`config.mk`:
```
export PLATFORM = sky130hd
export DESIGN_NAME = lor_ram
export DESIGN_NICKNAME = d
export VERILOG_FILES = /design/src/rtl/lor_ram.sv
export SDC_FILE = /design/constraint.sdc
export NUM_CORES = 1
export LEC_CHECK = 0
export BUFFER_PORTS_ARGS = -buffer_cell sky130_fd_sc_hd__buf_4
export CAP_MARGIN = 30
export CORE_UTILIZATION = 30
export CTS_CLUSTER_DIAMETER = 60
export DETAILED_ROUTE_END_ITERATION = 10
export REMOVE_ABC_BUFFERS = 1
export SLEW_MARGIN = 30
export SYNTH_ARGS = -nofsm -noshare
export SYNTH_HDL_FRONTEND = slang
export SYNTH_SLANG_ARGS = --single-unit
```
`constraint.sdc`:
```
create_clock -name clock -period 2.9 [get_ports clock]
set_clock_uncertainty 0.1 [all_clocks]
set_input_delay 0.145 -clock clock [delete_from_list [all_inputs] [get_ports clock]]
set_output_delay 0.145 -clock clock [all_outputs]
set_load 0.005 [all_outputs]
```
`src/rtl/lor_ram.sv`:
```
`timescale 1ns / 1ps
`default_nettype none
// ----------------------------------------------------------------------------
// lor_ram
// Generic simple dual port RAM, one write port, one registered read port.
// ----------------------------------------------------------------------------
module lor_ram #(
   parameter int WIDTH = 8,
   parameter int DEPTH = 16
) (
   input  wire logic                     clock,
   input  wire logic                     we,
   input  wire logic [$clog2(DEPTH)-1:0] waddr,
   input  wire logic [WIDTH-1:0]         wdata,
   input  wire logic [$clog2(DEPTH)-1:0] raddr,
   output logic      [WIDTH-1:0]         rdata
);

   logic [WIDTH-1:0] mem [DEPTH];

   always_ff @(posedge clock) begin
      if (we) mem[waddr] <= wdata;
      rdata <= mem[raddr];
   end

endmodule
`default_nettype wire
```
### Word-level counts from Yosys, hierarchy flattened

Memory sizes are Yosys's and may differ from the RTL's. A register that Yosys moved wholly into a read port is not among the register bits.
Cells that the tools add are included.

| storage, ports and cells | value |
|---|---|
| flip-flop bits (word level) | 0 |
| memory bits (writable) | 128 |
| input bits | 18 |
| output and inout bits | 8 |
| logic and storage cells | 3 |
| memories | 1 |

| operators by class | value |
|---|---|
| muxes and demuxes | 2 |

Memory list:

| memory | words | bits a word | read ports | clocked after Yosys merged registers in | wr ports | line | source |
|---|---|---|---|---|---|---|---|
| mem | 16 | 8 | 1 | 1 | 1 | 19 | `logic [WIDTH-1:0] mem [DEPTH];` |

Operators with widths:

| cell | count |
|---|---|
| $mux 1 | 2 |

### Logic depth before layout (Yosys ltp)

Gate-level depths: netlist of the first run.

| logic depth | value |
|---|---|
| depth in word-level cells | 2 |
| depth in mapped cells | 5 |
| gate-level depth less buffers | 3 |

### Worst setup path after synthesis of the first run

Ideal clock, no wire load.

| timing path | value |
|---|---|
| kind | in2reg |
| start | input port waddr[2] |
| end | memory mem[0][0], enable pin |
| data arrival time | 1.255 ns |
| data required time | 2.417 ns |
| path slack | 1.162 ns |
| stages | 2 |
| cells stage by stage | or3b_2 > nor3_1 |

RTL lines:

| what | line | source |
|---|---|---|
| start, declared | 13 | `input wire logic [$clog2(DEPTH)-1:0] waddr,` |
| end, declared | 19 |  |

No word-level cell before the write port.

### Final worst setup path of the first run

| timing path | value |
|---|---|
| start | input port waddr[2] |
| end | memory mem[1][4], enable pin |

No word-level cell before the write port.

==> out/metrics.cfg, run 1 <==
[power_and_ir_drop]
powerDensity_nw_per_um2 = 742.7
p_leak_nw = 2.079
max-vdd-ir-drop_mv = 0.4379

[routing]
ant_nets = 0
wire_per_inst_um = 20.19
routed_wl_mm = 10.30
vias = 2403
drt_pass1_iterations = 5
drc = 0
via_per_inst = 4.712
drtIter0Drc = 243

[setup_path]
crit_chain = buf_4, or3b_2, nor2_1
start_kind = input port
worst-r2r-cell-count = 3
cp.required_ns = 2.84
slowest_stage = nor2_1
cp_slowest_stage_delay_ns = 0.66
worst-path-stages = 3
worst-path-buf-inv = 1
arrival_ns = 1.44
worstSetupPathType = in2reg
critPathMaxFanout = 8
path_delay_family = simple AND/OR/NAND/NOR gates
end_kind = register

[placed_design]
dp_slack_ns = 0.9294
place_area_um2 = 5569
io_buffer_count = 25
gp_congestion = 0.7087
hpwl_mm = 6.363

[synth]
ys_ff_latch = 136
ys_warn_count = 0
synth_cell_types = 19
syn_inst = 229
synth_area_per_cell_um2 = 22.48
synth_top_area_share_pct = 74.67
yosys-top-cells-area = edfxtp_1 (75%), mux4_2 (7.9%), mux4_1 (7.1%)
yosysTopAreaCell = edfxtp_1
synth_area_um2 = 5147
ys_seq_area_share_pct = 77.78

[clock_network]
ctsHoldBuffers = 8
clk-insertion-delay-late_ns = 0.42
clockBufferDepth = 2
path_clk_slew_ns = 0.06
cts_tree = done
cts_buffers = 17
ctsRootBufferMaster = clkbuf_16
cts-htree-levels = 4
cts.sinks = 136
cts_resized = 0
cts_setup_buffers = 0

[cells_and_area]
fin_area_um2 = 6262
layout_commonest_cell = edfxtp_1
syn2layout_area_growth_pct = 21.66
regArea_um2 = 4004
nets = 295
final_cell_mix = edfxtp_1 (128), buf_4 (31), mux4_2 (18)
multi_input_area_um2 = 1057
fillers = 1492
final_layout_size_suffix_gt1_share_pct = 27.93
antenna_cells = 0

[sta]
rsz0062_at_grt = no
finalCriticalPeriod_ns = 1.496
worst_pin_slew_ns = 0.9466
worst_slack_ns = 1.404
setup_viol = 0
fin_crit_sh_pct = 51.60
slew_violations = 0
finalSetupTns_ns = 0
hold_viol = 0
max_freq_ghz = 0.6683
slew_headroom_pct = 36.66

[global_routing]
antenna_found_initial = 0
overflow = 0
grt_max_degree = 33
grt_use_total_pct = 12.73
first_global_vias = 2474
grt_pass1_wl_mm = 15.48

[floorplanning]
core_um2 = 16640
io_pins = 26
initial_utilization_pct = 30.93
die_w_um = 133.0
dieArea_um2 = 17690
row_count = 47
die_h_um = 133.0

[job]
drv_cap = 0

[hold_path]
min_path_type = in2reg
min_path_cells = 2

[status]
outcome = completed

[per-stage QoR]
stage	hold slack, ns	total power, mW	instances	utilization, %
after detailed placement	0.3675	2.464	470	33.46
after global placement	0.3516	2.456	470	33.46
after CTS	0.01654	4.695	510	37.63
after global routing	0.04001	4.787	510	37.63
final	0.04801	4.651	510	37.63
after floorplan	0.1439	2.337	219	-
[final cells by class]
| type | instances | area share (%) |
|---|---|---|
| Sequential cell | 136 | 63.94 |
| Tap cell | 220 | 4.396 |
| Multi-Input combinational cell | 83 | 16.88 |
| Timing Repair Buffer | 39 | 4.995 |
| Clock inverter | 15 | 2.997 |
| Clock buffer | 17 | 6.793 |
[routing by layer]
metal / vias to the layer above / part of all wire [%] / global-route usage, %
met4: 0 / 1.6 / 5.492
met5: - / 0 / 0
met1: 1231 / 44 / 16.17
met3: 13 / 6.8 / 4.521
li1: 1074 / - / -
met2: 85 / 48 / 19.66
[state kept, by name, indices dropped and copies added, names as in the netlist]
register	cells
rdata	8
mem	128
[final timing paths]
| check | end | slack, ns | from |
|---|---|---|---|
| setup reg to reg | rdata[5] | 1.44 | mem[9][5] |
| hold / removal | mem[0][7] | 0.05 | waddr[0] |
| setup / recovery | mem[1][4] | 1.40 | waddr[2] |
| hold reg to reg | rdata[2] | 0.57 | mem[4][2] |
[worst reg2reg max path: stages (launching register included)]
cell	delay [ns]
edfxtp_1	0.37
mux4_1	0.50
a22oi_1	0.29
nand2_1	0.08
[synth_stat cells (all sizes together)]
library cell / n
edfxtp: 128
mux4: 32
a22oi: 16
nor2: 13
nand2: 9
dfxtp: 8
buf: 7
nor3: 4
clkdlybuf4s25: 3
nand2b: 2
nand3b: 2
and2: 1
and2b: 1
nand3: 1
nor2b: 1
or3b: 1
[where the power goes]
part	switching (mW)	internal, mW	leakage, nW	total, mW
Combinational	0.113	0.0996	0.556	0.213
Clock	0.854	1.37	0.299	2.23
Sequential	0.0151	2.20	1.22	2.21
[logic make-up (layout without fill, tap and decap cells)]
kind of cell / count (synthesis) / in the layout / share of synthesized area (%)
buffers and inverters: 10 / 71 / 1.677
DFF: 136 / 136 / 77.78
AOI/OAI and AO/OA: 16 / 16 / 2.334
and+or+nand+nor: 35 / 35 / 3.184
muxes: 32 / 32 / 15.02
Power figures use the tool's default switching activity.
==> run 2: changes to the inputs <==
--- a/config.mk
+++ b/config.mk
@@ -5,6 +5,7 @@
 export SDC_FILE = /design/constraint.sdc
 export NUM_CORES = 1
 export LEC_CHECK = 0
+export ABC_AREA = 1
 export BUFFER_PORTS_ARGS = -buffer_cell sky130_fd_sc_hd__buf_4
 export CAP_MARGIN = 30
 export CORE_UTILIZATION = 30
==> constraint.sdc (replaced) <==
create_clock -name clock -period 1.5 [get_ports clock]
set_clock_uncertainty 0.1 [all_clocks]
set_input_delay 0.075 -clock clock [delete_from_list [all_inputs] [get_ports clock]]
set_output_delay 0.075 -clock clock [all_outputs]
set_load 0.005 [all_outputs]
==> run 2 against run 1 <==
Largest power group is now sequential cells. Design area increased by 11%. Combinational power increased to 2.6 times the previous value. Synthesized cell count increased by 140%. Area after synthesis increased by 12%.
==> out/metrics.cfg, run 2 <==
[floorplanning]
io_pins = 26
die_w_um = 140.6
initial_utilization_pct = 30.73
dieArea_um2 = 19780
core_um2 = 18770
row_count = 50
die_h_um = 140.6

[placed_design]
hpwl_mm = 7.938
io_buffer_count = 25
place_area_um2 = 6306
dpl.cell_count = 811
dp_slack_ns = 0.2829
gp_congestion = 0.7513

[routing]
wire_per_inst_um = 14.69
routed_wl_mm = 12.53
via_per_inst = 4.392
drtIter0Drc = 287
drc = 0
vias = 3746
ant_nets = 0
drt_pass1_iterations = 5

[synth]
ys_seq_area_share_pct = 69.43
ys.flop_type = edfxtp_1
yosysMostFrequentCell = nand2_1
synth_compound_area_share_pct = 0
yosysTopAreaCell = edfxtp_1
yosys-top-cells-area = edfxtp_1 (67%), nand2_1 (11%), nand3_1 (8.4%)
synthSimpleGateAreaFrac_pct = 21.05
synth_top_area_share_pct = 66.65
synth_area_per_cell_um2 = 10.47
netlist_top_cells_count = nand2_1 (173), edfxtp_1 (128), inv_1 (100)
synth_edf_count = 128
synth_mux_area_share_pct = 0
ys_ff_latch = 136
synth_cell_types = 12
syn_inst = 551
synthArstFlopShare_pct = 0
synth_top_family_by_area = simple AND/OR/NAND/NOR gates
ys_warn_count = 0
yosys.area_share.xor_xnor_pct = 0
synth_area_um2 = 5767
synthAdderAreaFrac_pct = 0

[sta]
max_freq_ghz = 0.7732
fin_crit_sh_pct = 86.23
slew_violations = 0
worst_slack_ns = 0.2066
finalSetupTns_ns = 0
worst_pin_slew_ns = 0.3729
slew_headroom_pct = 75.14
finalCriticalPeriod_ns = 1.293
setup_viol = 0
rsz0062_at_grt = no
hold_viol = 0

[clock_network]
cts_buffers = 17
ctsRootBufferMaster = clkbuf_16
cts_tree = done
clk-insertion-delay-late_ns = 0.41
cts_resized = 0
cts.sinks = 136
path_clk_slew_ns = 0.06
ctsHoldBuffers = 10
cts_setup_buffers = 0
clockBufferDepth = 2
cts-htree-levels = 4

[global_routing]
antenna_found_initial = 0
grt_use_total_pct = 13.76
overflow = 0
first_global_vias = 3608
grt_max_degree = 49
grt_pass1_wl_mm = 20.08

[hold_path]
min_path_type = in2reg

[cells_and_area]
final_layout_size_suffix_gt1_share_pct = 12.44
fin_util_pct = 36.93
nets = 624
layout_commonest_cell = nand2_1
fillers = 1866
antenna_cells = 0
largest_reg_flops = 128
stdcell_count = 853
top_regs = mem (128), rdata (8)
largest-register = mem
final_cell_mix = nand2_1 (173), edfxtp_1 (128), inv_1 (100)
fin_area_um2 = 6930
syn2layout_area_growth_pct = 20.18

[setup_path]
cp.required_ns = 1.75
slowest_stage = dlygate4sd3_1
cp_slowest_stage_delay_ns = 0.52
end_kind = register
crit_chain = dlygate4sd3_1, buf_4, buf_4, nand3_1, nand3_1, nand3_1, nand2_1
worst-path-buf-inv = 3
critPathMaxFanout = 30
start_kind = input port
worstSetupPathType = in2reg
arrival_ns = 1.55
crit_top_cell = nand3_1
path_delay_family = buffers and inverters

[power_and_ir_drop]
max-vdd-ir-drop_mv = 0.7198
p_leak_nw = 2.970
powerDensity_nw_per_um2 = 1233

[job]
drv_cap = 0

[status]
outcome = completed

==> run 2: changes by cell type in the layout (fill, tap and decap cells not counted), moves of 6 or more <==
cell	change
a22oi_1	-16
buf_4	+16
inv_1	+100
inv_6	-6
mux4_1	-14
mux4_2	-18
nand2_1	+164
nand3_1	+96
==> run 2: cells by family after synthesis <==
logic type / after synthesis
flip-flops: 136
AND/OR/NAND/NOR: 289
buffers and inverters: 126
==> run 2: power breakdown <==
part	total, mW	internal (mW)	switching [mW]	leakage, nW
clock	3.71	2.25	1.46	0.249
combinational	0.552	0.208	0.344	1.50
sequential	4.28	4.25	0.0293	1.22
total	8.54	6.71	1.84	2.97
==> run 2: through the flow <==
step | hold WS (ns) | total power [mW]
after detailed placement | 0.2922 | 4.904
after global routing | 0.03373 | 8.848
after CTS | 0.008761 | 8.619
after floorplan | 0.07387 | 4.580
after global placement | 0.2941 | 4.897
final | 0.01943 | 8.544
==> run 2: worst min-delay path: stages <==
cell and delay, ns:
buf_4 0.20, nand3_1 0.11, nand3_1 0.06, nand2_1 0.06
==> run 2: worst paths after layout <==
| kind | from | to | slack, ns | depth (start not counted) |
|---|---|---|---|---|
| worst max-delay path | raddr[1] | rdata[3] | 0.21 | 7 |
| worst min-delay path | raddr[2] | rdata[2] | 0.02 | 4 |
| worst max register to register | mem[11][2] | rdata[2] | 0.44 | 6 |
| worst min register to register | mem[7][2] | rdata[2] | 0.56 | 6 |
==> run 2: per-layer routing <==
metal  up-vias  part of all wire [%]  track usage [%]
li1       1879                     -                -
met1      1783                    45            17.49
met2        65                    50            22.94
met3        19                   2.9            2.819
met4         0                   1.7            5.606
met5         -                     0                0
==> run 2: area by class of cell <==
class / instances / area [um^2] / area share, %
Inverter: 102 / 382.9 / 5.524
Clock buffer: 22 / 444.2 / 6.409
Sequential cell: 136 / 4004 / 57.77
Tap cell: 234 / 292.8 / 4.225
Multi-Input combinational cell: 289 / 1214 / 17.51
Clock inverter: 10 / 80.08 / 1.155
Timing Repair Buffer: 60 / 513.0 / 7.402
